File: src/design/assert_macros.svh
// assertion macros shared by the detector modules
`ifndef ASSERT_MACROS_SVH
`define ASSERT_MACROS_SVH

// same-cycle implication checked on every clock edge outside reset
`define KLPRD_ASSERT_NOW(lbl, clk, rst_n, ante, cons) \
    lbl: assert property (@(posedge clk) disable iff (!rst_n) (ante) |-> (cons)) \
        else $error("klprd assertion failed");

// next-cycle implication checked on every clock edge outside reset
`define KLPRD_ASSERT_NEXT(lbl, clk, rst_n, ante, cons) \
    lbl: assert property (@(posedge clk) disable iff (!rst_n) (ante) |=> (cons)) \
        else $error("klprd assertion failed");

`endif

File: src/design/klprd_pkg.sv
// shared types, codes and key encoder for the long press detector
package klprd_pkg;

    localparam logic [1:0] KEY_NONE = 2'd0;
    localparam logic [1:0] KEY_X    = 2'd1;
    localparam logic [1:0] KEY_Y    = 2'd2;
    localparam logic [1:0] KEY_K    = 2'd3;

    localparam logic [7:0] LONG_THRESHOLD_RESET   = 8'd200;
    localparam logic [7:0] REPEAT_THRESHOLD_RESET = 8'd20;

    localparam logic CFG_LONG_THRESHOLD   = 1'b0;
    localparam logic CFG_REPEAT_THRESHOLD = 1'b1;

    typedef struct packed {
        logic       short_press;
        logic       long_press;
        logic       auto_repeat;
        logic [1:0] held_key;
    } result_t;

    typedef struct packed {
        logic [7:0] long_threshold;
        logic [7:0] repeat_threshold;
    } thresholds_t;

    function automatic logic [1:0] encode_key(input logic x_n, input logic y_n,
                                              input logic k_n);
        logic [1:0] key;
        if (!x_n)
        begin
            key = KEY_X;
        end
        else if (!y_n)
        begin
            key = KEY_Y;
        end
        else if (!k_n)
        begin
            key = KEY_K;
        end
        else
        begin
            key = KEY_NONE;
        end
        return key;
    endfunction

endpackage

File: src/design/klprd_core.sv
// press phase machine, hold counter and latched key, one tick per step
`include "assert_macros.svh"

module klprd_core (
    input  logic                   clk,
    input  logic                   rst_n,
    input  logic                   step,
    input  logic                   line_x_n,
    input  logic                   line_y_n,
    input  logic                   line_k_n,
    input  klprd_pkg::thresholds_t thresholds,
    output klprd_pkg::result_t     result_next
);

    typedef enum logic [1:0] {
        PHASE_UP     = 2'd0,
        PHASE_DOWN   = 2'd1,
        PHASE_TIMING = 2'd2,
        PHASE_LONG   = 2'd3
    } phase_t;

    phase_t     phase_reg, phase_next;
    logic [7:0] hold_reg, hold_next;
    logic [1:0] key_reg, key_next;
    logic [1:0] key;
    logic       pressed;
    logic [7:0] hold_inc;

    assign key      = klprd_pkg::encode_key(line_x_n, line_y_n, line_k_n);
    assign pressed  = (key != klprd_pkg::KEY_NONE);
    assign hold_inc = hold_reg + 8'd1;

    always_comb
    begin
        phase_next              = phase_reg;
        hold_next               = hold_reg;
        key_next                = key_reg;
        result_next.short_press = 1'b0;
        result_next.long_press  = 1'b0;
        result_next.auto_repeat = 1'b0;
        case (phase_reg)
            PHASE_UP:
            begin
                if (pressed)
                begin
                    phase_next = PHASE_DOWN;
                end
            end
            PHASE_DOWN:
            begin
                if (pressed)
                begin
                    phase_next = PHASE_TIMING;
                    hold_next  = 8'd0;
                    key_next   = key;
                end
                else
                begin
                    phase_next = PHASE_UP;
                end
            end
            PHASE_TIMING:
            begin
                if (!pressed)
                begin
                    phase_next              = PHASE_UP;
                    result_next.short_press = 1'b1;
                end
                else if (hold_inc > thresholds.long_threshold)
                begin
                    phase_next             = PHASE_LONG;
                    hold_next              = 8'd0;
                    result_next.long_press = 1'b1;
                end
                else
                begin
                    hold_next = hold_inc;
                end
            end
            PHASE_LONG:
            begin
                if (!pressed)
                begin
                    phase_next = PHASE_UP;
                end
                else
                begin
                    result_next.long_press = 1'b1;
                    if (hold_inc > thresholds.repeat_threshold)
                    begin
                        hold_next               = 8'd0;
                        result_next.auto_repeat = 1'b1;
                    end
                    else
                    begin
                        hold_next = hold_inc;
                    end
                end
            end
            default:
            begin
                phase_next = PHASE_UP;
            end
        endcase
        result_next.held_key = key_next;
    end

    always_ff @(posedge clk or negedge rst_n)
    begin
        if (!rst_n)
        begin
            phase_reg <= PHASE_UP;
            hold_reg  <= 8'd0;
            key_reg   <= klprd_pkg::KEY_NONE;
        end
        else if (step)
        begin
            phase_reg <= phase_next;
            hold_reg  <= hold_next;
            key_reg   <= key_next;
        end
    end

    `KLPRD_ASSERT_NEXT(a_short_goes_up, clk, rst_n, step && result_next.short_press,
                       phase_reg == PHASE_UP)
    `KLPRD_ASSERT_NEXT(a_long_stays_long, clk, rst_n, step && result_next.long_press,
                       phase_reg == PHASE_LONG)
    `KLPRD_ASSERT_NOW(a_repeat_in_long, clk, rst_n, result_next.auto_repeat,
                      phase_reg == PHASE_LONG)

endmodule

File: src/design/key_long_press_repeat_detector.sv
// top level: three rocker lines in, short/long/auto-repeat flags and held key out
//
// usage:
//   input request: in_valid/in_ready with line_x_n, line_y_n, line_k_n (active low),
//   one request per sampling tick. output request: out_valid/out_ready with
//   short_press, long_press, auto_repeat and held_key, exactly one per input.
//   each accepted input's result is registered in the result or skid register.
//   throughput: one request per cycle while in_ready is high; the phase machine and
//   hold counter step on each accepted request; only the output stage limits the rate.
//   a two-entry output buffer (result register plus skid register) lets one
//   more request in while a result waits; in_ready drops only when both are
//   full, and results leave in order.
//   configuration: cfg_we writes cfg_data into register cfg_index
//   (0 long threshold, 1 repeat threshold); write only while idle.
//   reset: asynchronous, active low; phase up, counter and key cleared,
//   thresholds back to 200 and 20, output buffer empty.
`include "assert_macros.svh"

module key_long_press_repeat_detector (
    input  logic       clk,
    input  logic       rst_n,
    input  logic       cfg_we,
    input  logic       cfg_index,
    input  logic [7:0] cfg_data,
    input  logic       in_valid,
    output logic       in_ready,
    input  logic       line_x_n,
    input  logic       line_y_n,
    input  logic       line_k_n,
    output logic       out_valid,
    input  logic       out_ready,
    output logic       short_press,
    output logic       long_press,
    output logic       auto_repeat,
    output logic [1:0] held_key
);

    klprd_pkg::thresholds_t thresholds_reg;
    klprd_pkg::result_t     result_next;
    klprd_pkg::result_t     out_reg;
    klprd_pkg::result_t     skid_reg;
    logic                   out_valid_reg;
    logic                   skid_valid_reg;
    logic                   accept;
    logic                   take;

    assign in_ready = !skid_valid_reg;
    assign accept   = in_valid && in_ready;
    assign take     = out_valid_reg && out_ready;

    // threshold registers
    always_ff @(posedge clk or negedge rst_n)
    begin
        if (!rst_n)
        begin
            thresholds_reg.long_threshold   <= klprd_pkg::LONG_THRESHOLD_RESET;
            thresholds_reg.repeat_threshold <= klprd_pkg::REPEAT_THRESHOLD_RESET;
        end
        else if (cfg_we)
        begin
            case (cfg_index)
                klprd_pkg::CFG_LONG_THRESHOLD:
                begin
                    thresholds_reg.long_threshold <= cfg_data;
                end
                klprd_pkg::CFG_REPEAT_THRESHOLD:
                begin
                    thresholds_reg.repeat_threshold <= cfg_data;
                end
                default:
                begin
                    thresholds_reg <= thresholds_reg;
                end
            endcase
        end
    end

    klprd_core u_core (
        .clk         (clk),
        .rst_n       (rst_n),
        .step        (accept),
        .line_x_n    (line_x_n),
        .line_y_n    (line_y_n),
        .line_k_n    (line_k_n),
        .thresholds  (thresholds_reg),
        .result_next (result_next)
    );

    // output buffer valid flags
    always_ff @(posedge clk or negedge rst_n)
    begin
        if (!rst_n)
        begin
            out_valid_reg  <= 1'b0;
            skid_valid_reg <= 1'b0;
        end
        else if (accept)
        begin
            if (!out_valid_reg || take)
            begin
                out_valid_reg <= 1'b1;
            end
            else
            begin
                skid_valid_reg <= 1'b1;
            end
        end
        else if (take)
        begin
            if (skid_valid_reg)
            begin
                skid_valid_reg <= 1'b0;
            end
            else
            begin
                out_valid_reg <= 1'b0;
            end
        end
    end

    // output buffer payload
    always_ff @(posedge clk)
    begin
        if (accept)
        begin
            if (!out_valid_reg || take)
            begin
                out_reg <= result_next;
            end
            else
            begin
                skid_reg <= result_next;
            end
        end
        else if (take && skid_valid_reg)
        begin
            out_reg <= skid_reg;
        end
    end

    assign out_valid   = out_valid_reg;
    assign short_press = out_reg.short_press;
    assign long_press  = out_reg.long_press;
    assign auto_repeat = out_reg.auto_repeat;
    assign held_key    = out_reg.held_key;

    `KLPRD_ASSERT_NOW(a_skid_needs_out, clk, rst_n, skid_valid_reg, out_valid_reg)
    `KLPRD_ASSERT_NEXT(a_stall_fills_skid, clk, rst_n, accept && out_valid_reg && !out_ready,
                       skid_valid_reg)
    `KLPRD_ASSERT_NEXT(a_accept_gives_out, clk, rst_n, accept, out_valid_reg)

endmodule
File: config.mk
export PLATFORM = sky130hd
export DESIGN_NAME = key_long_press_repeat_detector
export DESIGN_NICKNAME = d
export VERILOG_FILES = /design/src/design/klprd_pkg.sv /design/src/design/klprd_core.sv /design/src/design/key_long_press_repeat_detector.sv
export VERILOG_INCLUDE_DIRS = /design/src /design/src/design
export SDC_FILE = /design/constraint.sdc
export NUM_CORES = 1
export LEC_CHECK = 0
export ABC_AREA = 0
export BUFFER_PORTS_ARGS = -buffer_cell sky130_fd_sc_hd__buf_2
export CORE_MARGIN = 1.5
export CORE_UTILIZATION = 53
export CTS_CLUSTER_SIZE = 40
export DETAILED_ROUTE_END_ITERATION = 10
export PLACE_DENSITY = 0.74
export RECOVER_POWER = 50
export SYNTH_ARGS = -nofsm -noshare
export SYNTH_HDL_FRONTEND = slang
export SYNTH_HIERARCHICAL = 1
export SYNTH_SLANG_ARGS = --single-unit
export TNS_END_PERCENT = 10
File: constraint.sdc
create_clock -name clk -period 2.4 [get_ports clk]
set_input_delay 0 -clock clk [delete_from_list [all_inputs] [get_ports clk]]
set_output_delay 0 -clock clk [all_outputs]
set_load 0.05 [all_outputs]
Yosys cells after proc, flatten, opt, wreduce, memory -nomap -nowiden
Cells that the tools add are included.
{"block": "word_totals", "elab_cells": 86, "input_bits": 17, "regBits": 40, "out_inout_bits": 7}
{"block": "classes", "bitwise": 2, "mux": 35, "order_cmp": 2, "n_addsub": 1, "n_eq_ne": 12, "n_reduce_logical": 19}
{"operator": "$mux W8", "count": 5}
{"operator": "$pmux W8 S3", "count": 1}
{"operator": "$mux W2", "count": 11}
{"operator": "$gt A8 B8 Y1", "count": 2}
{"operator": "$mux W5", "count": 3}
{"operator": "$mux W1", "count": 13}
{"operator": "$ne A2 B1 Y1 const B", "count": 6}
{"operator": "$reduce_and A2 Y1", "count": 5}
{"operator": "$add A8 B1 Y8 const B", "count": 1}
{"operator": "$pmux W2 S4", "count": 1}
{"operator": "$reduce_bool A2 Y1", "count": 3}
{"operator": "$reduce_and A5 Y1", "count": 1}
{"operator": "$eq A2 B2 Y1 const B", "count": 2}
{"operator": "$ne A2 B2 Y1 const B", "count": 2}
{"operator": "$reduce_and A4 Y1", "count": 1}
{"operator": "$logic_and A1 B1 Y1", "count": 3}
{"operator": "$ne A3 B3 Y1 const B", "count": 1}
{"operator": "$reduce_and A3 Y1", "count": 1}
{"operator": "$reduce_bool A3 Y1", "count": 1}
{"operator": "$eq A2 B1 Y1 const B", "count": 1}
{"operator": "$logic_not A1 Y1", "count": 2}
{"operator": "$logic_not A2 Y1", "count": 1}
{"operator": "$not A1 Y1", "count": 2}
{"operator": "$pmux W1 S2", "count": 1}
{"operator": "$logic_or A1 B1 Y1", "count": 1}

Longest topological paths before layout
Gate-level depths: netlist (run 1).
{"block": "logic_depth", "word_depth": 8, "ltp_mapped": 12, "mapped_depth_nobuf": 12}

Cells and area by module
Netlist (run 1), hierarchy kept.
{"module": "klprd_core", "cells_each": 151, "area_per_inst_um2": 1209.9, "seq_area_each_um2": 300.3, "n_inst": 1}
{"module": "key_long_press_repeat_detector", "cells_each": 64, "area_per_inst_um2": 1143.6, "seq_area_each_um2": 757.0, "n_inst": 1}

Worst setup path before layout (run 1)
OpenSTA, ideal clock, no wires.
{"block": "synth_path", "path_type": "flip-flop to flip-flop", "start": "reg u_core.hold_reg[0]", "end": "reg u_core.phase_reg[1]", "n_path_buf": 0, "path_stages_with_launch": 12, "setup_time_ns": 0.090, "t_arrival_ns": 2.489, "path_slack_ns": -0.179, "period_less_slack_ns": 2.579, "required_time_ns": 2.310, "path_cell_list": "dfrtp_1 > ha_1 > nand3_1 > nor2_1 > xor2_1 > ha_1 > nand4_1 > nor2_1 > a211o_1 > and3_4 > or4_1 > o221ai_1"}
{"block": "synth_via", "elab_chain_cells": 4}
{"item": "from (decl)", "line": "klprd_core.sv:23", "source": "logic [7:0] hold_reg, hold_next;"}
{"item": "from (signal assigned)", "line": "klprd_core.sv:119", "source": "hold_reg <= hold_next;"}
{"item": "$add A8 B1 Y8", "line": "klprd_core.sv:31", "source": "assign hold_inc = hold_reg + 8'd1;"}
{"item": "$gt A8 B8 Y1", "line": "klprd_core.sv:69", "source": "else if (hold_inc > thresholds.long_threshold)"}
{"item": "$ne A3 B3 Y1 (no source line)"}
{"item": "$reduce_and A4 Y1 (no source line)"}
{"item": "to (signal assigned)", "line": "klprd_core.sv:118", "source": "phase_reg <= phase_next;"}
{"item": "to (decl)", "line": "klprd_core.sv:22", "source": "phase_t phase_reg, phase_next;"}
No other way between the ends.
A chain may end at the register's enable or synchronous reset.

Worst setup path after layout (run 1)
{"block": "layout_path", "start": "reg u_core.hold_reg[1]", "end": "reg u_core.phase_reg[1]"}
The elaborated chain is that of the path after synthesis.

==> results by group, run 1 <==
Status
  – Run status: complete, but fails checks
  – Failing checks: capacitance limit, slew limit, setup timing

STA
  – WHS: 0.0280 ns
  – Final Slew Violations: 31
  – RSZ-0062 raised after global routing: true
  – Slew @ Worst Pin: 1.63 ns
  – Final setup margin: -0.224 ns
  – Slew Limit Headroom: -8.67%
  – Worst-case clock skew: 0.00657 ns
  – Fin crit period: 2.62 ns
  – Final setup violation count: 12
  – Final worst path period share: 109%
  – Final setup TNS: -1.69 ns
  – Final hold vios: 0
  – Fmax: 381 MHz

Final layout
  – Max reg flops: 16
  – Layout Area Growth over Synthesis: 27.4%
  – Layout cells sized above 1: 34.3%
  – ANT cells: 0
  – Fin nets: 309

Clock tree
  – Root Buffer: clkbuf_8
  – Total clock sinks: 40
  – CTS tree: yes
  – Clk Latency, worst-skew pair: 0.30 ns
  – Reg clk slew, reported paths: 0.09 ns
  – CTS Buffer Depth: 2
  – H-tree depth: 2
  – CTS buffer count: 5

GRT
  – Initial antenna violation count: 0
  – Number of global-route vias before repair: 1752
  – Largest net degree at the start of global routing: 31
  – Tot GR Track Use: 20.8%
  – GR Overflow Total: 0
  – First-pass GRT wire length: 7.87 mm

Synth
  – Share of the yosys chip area belonging to registers: 44.9%
  – Syn. warnings: 6
  – Syn avg cell area: 10.9 sq um
  – Cell area after synthesis: 2350 sq um
  – Post-synth top area share: 26.6%
  – Syn Nets: 254
  – Synth unique cells: 37
  – Synth area leaders: dfrtp_1 27%, edfxtp_1 13%, ha_1 12%, mux2_4 8.3%, dfstp_2 5.6%
  – Cells after Synth: 215
  – Largest area contributor in the netlist: dfrtp_1
  – Post-synthesis register bit count: 40

Route
  – Top layer in use: met4
  – Detailed Route Iter0 Violations: 81
  – WL final: 4.84 mm
  – WL met1: 2.15 mm
  – DRC viols: 0
  – DR WL met2: 2.41 mm
  – DRT antenna net count: 0
  – Via count: 1755
  – Number of detailed-route iterations in the first pass: 4
  – Met3 wire length: 181 microns
  – Vias per cell: 5.43
  – Drt wl/cell: 15.0 microns

Setup path
  – Worst EP arrival: 2.85 ns
  – Crit-path cells: ha_2 > nand3_4 > buf_6 > xnor2_4 > ha_1 > nand4_1 > buf_4 > a211o_1 > and3_4 > or4_4 > o221ai_2
  – Critical Path Start: u_core/hold_reg[1]$_DFFE_PN0P_
  – Worst setup EP type: flop
  – Setup Crit Path Kind: reg -> reg
  – Largest stage delay on the critical path: 0.41 ns
  – Worst setup SP type: flop
  – Worst Path Required: 2.62 ns
  – CP Max Fanout: 4
  – R2R cell count: 11
  – Worst path slowest cell: dfrtp_1
  – Reg2reg end: u_core/phase_reg[1]$_DFFE_PN0P_
  – Worst r2r src: u_core/hold_reg[1]$_DFFE_PN0P_
  – Top delay family on crit path: simple AND/OR/NAND/NOR gates
  – Register-to-register setup slack: -0.22 ns
  – WP buf/inv: 2

Die
  – Die H: 69.6 microns
  – Num ports: 24
  – Core area: 4320 sq um
  – DIE WIDTH: 69.6 microns
  – Initial Util: 54.4%
  – Die Area: 4850 sq um
  – FP Rows: 24

Placement
  – GP Congestion: 0.913
  – HPWL Detailed: 3.29 mm
  – Port Buf Inserts: 23

Worst hold path
  – WHS Path Cells: 3
  – HP Start: in_valid
  – Hold Crit Endpoint: skid_valid_reg$_DFFE_PN0P_
  – Worst Hold Class: in -> reg

Power
  – Leakage: 1.36 nW
  – Worst VDD drop: 563 uV
  – PD cells: 1030 nW/um^2

Run
  – Max Cap Violations: 1
[timing repair]
action / in CTS / in global routing
pin swaps: 8 / 6
gates cloned: 0 / 0
endpoints found under the hold margin: 42 / 0
gates resized for setup: 18 / 10
setup buffers: 0 / 1
hold buffers: 10 / 0
setup endpoints to repair: 12 / 14
[routing by layer]
metal,vias to the layer above,track usage (%)
li1,863,-
met1,833,26.3
met2,49,34.9
met3,10,4.94
met4,0,7.26
met5,-,0
[synth_stat cells (all sizes together)]
cell     instances
nor2b            4
a2bb2oi          1
xnor2            3
o31ai            1
mux2            23
nor2             8
and3             4
and2             1
o221a            1
dfrtp           25
buf              2
or2              1
o22ai            2
edfxtp          10
and2b            1
o221ai           2
nor3b            1
clkbuf           2
xor2             3
dfstp            5
nand2           18
o211ai           3
nand3            4
a21oi           12
nand2b           6
nor3             5
a211o            2
inv             22
nand4            4
ha              22
o22a             1
o21ai           15
or4              1
[area by class of cell]
class / instances / area, sq um
fillers: 314 / 1330
multi-input cells: 149 / 1320
flip-flops and latches: 40 / 1060
repair buffers: 52 / 364
inverters: 22 / 82.6
clock buffers: 5 / 68.8
well taps: 52 / 65.1
clock inverters: 3 / 46.3
[how the worst max path moves through the flow]
stage	endpoint	slack, ns	cells past startpoint
after CTS	u_core/phase_reg[1]$_DFFE_PN0P_	-0.16	11
after global placement	u_core/hold_reg[0]$_DFFE_PN0P_	-0.09	13
after detailed placement	u_core/phase_reg[1]$_DFFE_PN0P_	-0.18	11
after floorplan	u_core/phase_reg[1]$_DFFE_PN0P_	-0.09	11
after global routing	u_core/phase_reg[1]$_DFFE_PN0P_	-0.35	11
final	u_core/phase_reg[1]$_DFFE_PN0P_	-0.22	11
[cells in the final DEF, fill, tap and decap left out, types with 3 or more instances in the layout]
| cell | n |
|---|---|
| nor2_1 | 6 |
| o21ai_1 | 6 |
| buf_4 | 17 |
| a21oi_1 | 12 |
| nand2b_1 | 5 |
| nand2_1 | 17 |
| mux2_1 | 7 |
| ha_1 | 18 |
| and3_4 | 3 |
| nor2b_1 | 4 |
| ha_4 | 3 |
| inv_1 | 22 |
| o21ai_0 | 9 |
| nand4_1 | 4 |
| dfstp_2 | 5 |
| o211ai_1 | 3 |
| edfxtp_1 | 10 |
| dlygate4sd3_1 | 10 |
| mux2_4 | 6 |
| clkbuf_8 | 5 |
| dfrtp_1 | 25 |
| buf_2 | 22 |
| nor3_1 | 4 |
| mux2_2 | 10 |
[logic make-up after synthesis]
| family | share of synthesized area, % |
|---|---|
| AO/OA/AOI/OAI | 10.3 |
| buffers and inverters | 4.78 |
| AND/OR/NAND/NOR | 13.0 |
| adder cells (fa/ha/maj) | 11.7 |
| XOR/XNOR | 2.23 |
| flip-flops | 44.9 |
| multiplexers | 13.1 |
[power breakdown]
group          internal (mW)  switching, mW
Sequential             0.905          0.129
Combinational          0.649          0.820
Clock                  0.313          0.259
Total                   1.87           1.21
[worst reg2reg max path, delay by kind of cell (launching register included)]
family | cells | cell delay [ns]
AO/OA/AOI/OAI | 2 | 0.31
buffers and inverters | 2 | 0.32
AND/OR/NAND/NOR | 4 | 0.87
flip-flops | 1 | 0.41
adder cells (fa/ha/maj) | 2 | 0.53
XOR/XNOR | 1 | 0.12
[metrics by stage]
stage	instance area [sq um]	cells	utilization [%]	total power [mW]	worst slack, ns
finish	3000	323	69.4	3.08	-0.224
global route	3000	323	69.4	3.26	-0.355
CTS	2950	322	68.2	3.01	-0.161
detailed placement	2650	304	61.3	2.38	-0.183
global placement	2650	304	61.3	2.34	-0.0875
floorplan	2370	215	-	1.98	-0.0944
Note: power is estimated with default switching activity, not from simulation.
==> inputs of run 2 (changes only) <==
Settings changed: CORE_UTILIZATION 53 to 52, PLACE_DENSITY 0.74 to 0.73, SYNTH_HIERARCHICAL 1 to default.
==> run 2 against run 1 <==
Net effect: the flow still finishes with violations (capacitance limit, slew limit, setup timing); routed wire length shrank 5.9%; sequential share of layout area increased by 4.0 points; worst setup slack better by 0.12 ns; fmax grew 4.9%; largest power group unchanged.
==> results by group, run 2 <==
Power
  – Worst VDD drop: 486 uV (-14%)
  – Leakage: 1.27 nW (-7.1%)
  – PD cells: 945 nW/um^2 (-7.8%)
  – PnR Total Power: 2.55 mW (-17%)

Worst hold path
  – Worst Hold Class: in -> reg

Synth
  – Syn. warnings: 0 (-6)
  – Cell area after synthesis: 2120 sq um (-10%)
  – Synth area leaders: dfrtp_1 30%, edfxtp_1 14%, ha_1 10%, dfstp_2 6.2%, mux2_2 5.3%
  – Post-synth top area share: 29.6% (+3.0 points)
  – Syn avg cell area: 10.4 sq um (-5.2%)
  – Synth top cells by count: 28 x nand2_1, 25 x dfrtp_1, 20 x inv_1, 17 x ha_1, 15 x a21oi_1
  – EDFF count, synth: 10 (unchanged)
  – Synth unique cells: 38 (+2.7%)
  – Syn Nets: 238 (-6.3%)
  – Most common cell in the netlist: nand2_1
  – Post-synthesis register bit count: 40 (unchanged)
  – Share of the yosys chip area belonging to registers: 49.9% (+5.0 points)
  – Synth Flop Type: dfrtp_1
  – Largest area contributor in the netlist: dfrtp_1
  – Fraction of registers with async set/reset: 75.0% (unchanged)
  – Cells after Synth: 204 (-5.1%)

Final layout
  – Flip-flop and latch area: 1060 sq um (unchanged)
  – Max reg flops: 16 (unchanged)
  – Layout Area Growth over Synthesis: 27.3%
  – Layout cells sized above 1: 31.3% (-3.0 points)
  – Commonest non-fill, non-tap cell in the layout: nand2_1
  – Fillers: 286 (-8.9%)
  – ANT cells: 0 (unchanged)
  – Fin nets: 292 (-5.5%)
  – Area of the multi-input gates: 1070 sq um (-19%)
  – Most frequent cells in the layout: 27 x nand2_1, 25 x dfrtp_1, 22 x buf_2, 20 x inv_1, 16 x buf_4

Setup path
  – Worst setup path end: u_core.hold_reg[3]$_DFFE_PN0P_
  – Worst path depth: 11 (unchanged)
  – R2R cell count: 11 (unchanged)
  – Worst setup SP type: flop
  – CP Max Fanout: 5 (+1)
  – Worst path slowest cell: dfrtp_1
  – Worst EP arrival: 2.68 ns (-0.17 ns)
  – Crit-path cells: and3_4 > nand3_4 > nor2_4 > xor2_2 > buf_4 > ha_4 > nand4_1 > buf_4 > a211o_1 > and2_2 > a32o_1
  – Worst setup EP type: flop
  – Worst r2r src: u_core.hold_reg[1]$_DFFE_PN0P_
  – Critical Path Start: u_core.hold_reg[1]$_DFFE_PN0P_
  – Setup Crit Path Kind: reg -> reg
  – Most numerous cell on the critical path: buf_4
  – Worst Path Required: 2.58 ns (-0.04 ns)
  – Largest stage delay on the critical path: 0.39 ns (-0.02 ns)
  – WP buf/inv: 2 (unchanged)
  – Reg2reg end: u_core.hold_reg[3]$_DFFE_PN0P_
  – Top delay family on crit path: simple AND/OR/NAND/NOR gates
  – Register-to-register setup slack: -0.10 ns (+0.12 ns)

STA
  – Slew @ Worst Pin: 1.62 ns (-0.00709 ns)
  – Final worst path period share: 104% (-5.1 points)
  – Worst-case clock skew: 0.0110 ns (+0.00446 ns)
  – Final setup violation count: 9 (-3)
  – Final hold vios: 0 (unchanged)
  – Final Slew Violations: 31 (unchanged)
  – Slew Limit Headroom: -8.20% (+0.47 points)
  – Fmax: 400 MHz (+4.9%)
  – Fin crit period: 2.50 ns (-0.122 ns)
  – RSZ-0062 raised after global routing: true
  – Final setup margin: -0.101 ns (+0.122 ns)
  – WHS: 0.0400 ns (+0.0120 ns)

GRT
  – Largest net degree at the start of global routing: 31 (unchanged)
  – Initial antenna violation count: 0 (unchanged)
  – GR Overflow Total: 0 (unchanged)
  – Tot GR Track Use: 22.7% (+1.9 points)
  – Number of global-route vias before repair: 1632 (-6.8%)
  – First-pass GRT wire length: 7.38 mm (-6.2%)

Clock tree
  – Total clock sinks: 40 (unchanged)
  – CTS Buffer Depth: 2 (unchanged)
  – Root Buffer: clkbuf_8
  – CTS tree: yes
  – H-tree depth: 2 (unchanged)
  – Reg clk slew, reported paths: 0.08 ns (about the same)
  – CTS buffer count: 5 (unchanged)
  – Clk Latency, worst-skew pair: 0.30 ns (about the same)

Status
  – Run status: complete, but fails checks
  – Failing checks: capacitance limit, slew limit, setup timing

Die
  – Initial Util: 53.7% (-0.73 points)
  – Die H: 66.8 microns (-4.1%)
  – Die Area: 4460 sq um (-8.0%)
  – Core area: 3940 sq um (-8.8%)
  – FP Rows: 23 (-4.2%)
  – DIE WIDTH: 66.8 microns (-4.1%)
  – Num ports: 24 (unchanged)

Route
  – Drt wl/cell: 14.7 microns (-1.6%)
  – DRC viols: 0 (unchanged)
  – DRT antenna net count: 0 (unchanged)
  – Number of detailed-route iterations in the first pass: 4 (unchanged)
  – Via count: 1669 (-4.9%)
  – Vias per cell: 5.40 (-0.59%)
  – Detailed Route Iter0 Violations: 115 (+42%)
  – WL final: 4.55 mm (-5.9%)

Placement
  – Port Buf Inserts: 23 (unchanged)
  – HPWL Detailed: 3.16 mm (-4.0%)
  – GP Congestion: 0.824 (-9.7%)

Run
  – Max Cap Violations: 1 (unchanged)
[run 2: cell types whose count changed in the layout (fill, tap and decap cells not counted), sizes merged, moves of 4 or more]
| cell | before | now |
|---|---|---|
| a21o | 0 | 4 |
| a32o | 0 | 5 |
| ha | 22 | 17 |
| mux2 | 23 | 10 |
| nand2 | 18 | 28 |
| nor3 | 5 | 1 |
[run 2: cells by family (layout without fill, tap and decap cells)]
| family | after synthesis | after routing | share of synthesized area [%] |
|---|---|---|---|
| AO/OA/AOI/OAI | 51 | 51 | 15.8 |
| XOR/XNOR | 4 | 4 | 1.66 |
| adder cells (fa/ha/maj) | 17 | 17 | 10.0 |
| buffers and inverters | 23 | 78 | 4.49 |
| flip-flops | 40 | 40 | 49.9 |
| multiplexers | 10 | 10 | 5.32 |
| AND/OR/NAND/NOR | 59 | 59 | 12.8 |
[run 2: layout make-up]
type,instances,share of cell area [%]
Clock buffer,5,2.55
Clock inverter,3,0.696
Inverter,20,2.79
Multi-Input combinational cell,141,39.6
Sequential cell,40,39.2
Tap cell,50,2.32
Timing Repair Buffer,50,12.8
[run 2: worst min-delay path by stage]
stage / from / to / cells past startpoint
2_1_floorplan: rst_n / out_valid$_DFFE_PN0P_ / 0
3_3_place_gp: rst_n / thresholds_reg[12]$_DFFE_PN0P_ / 1
3_5_place_dp: rst_n / thresholds_reg[3]$_DFFE_PN0P_ / 1
4_1_cts: in_valid / skid_valid_reg$_DFFE_PN0P_ / 3
5_1_grt: in_valid / skid_valid_reg$_DFFE_PN0P_ / 3
6_report: in_valid / skid_valid_reg$_DFFE_PN0P_ / 3
[run 2: power breakdown]
part           internal [mW]  total (mW)  switching (mW)  leakage, nW
combinational          0.408        1.08           0.676        0.760
sequential             0.898        1.01           0.114        0.459
clock                  0.203       0.452           0.249       0.0479
total                   1.51        2.55            1.04         1.27
[run 2: tightest hold or removal path, cell delays in order]
cell	delay, ns
buf_2	0.12
a21oi_1	0.12
a21oi_1	0.06
[run 2: stage by stage]
stage | setup slack [ns] | utilization [%] | cell area [sq um] | instances | TNS (ns)
6_report | -0.101 | 68.4 | 2700 | 309 | -0.653
5_1_grt | -0.181 | 68.4 | 2700 | 309 | -1.61
4_1_cts | -0.0323 | 67.3 | 2650 | 307 | -0.167
3_5_place_dp | -0.146 | 59.7 | 2350 | 284 | -1.13
3_3_place_gp | -0.120 | 59.7 | 2350 | 284 | -0.890
2_1_floorplan | 0.00774 | - | 2120 | 204 | 0
[run 2: what timing repair did]
item	in CTS	in global routing
endpoints found under the setup margin	10	13
buffers inserted	5	2
gates resized for setup	15	4
pin swaps	15	8
endpoints found under the hold margin	42	0
hold buffers	10	0
gates cloned	0	0
[run 2: layer usage]
metal	global-route usage, %	up-vias	routed length (microns)
li1	-	825	-
met1	27.1	806	2030
met2	38.8	29	2290
met3	6.08	9	144
met4	8.67	0	89
met5	0	-	0
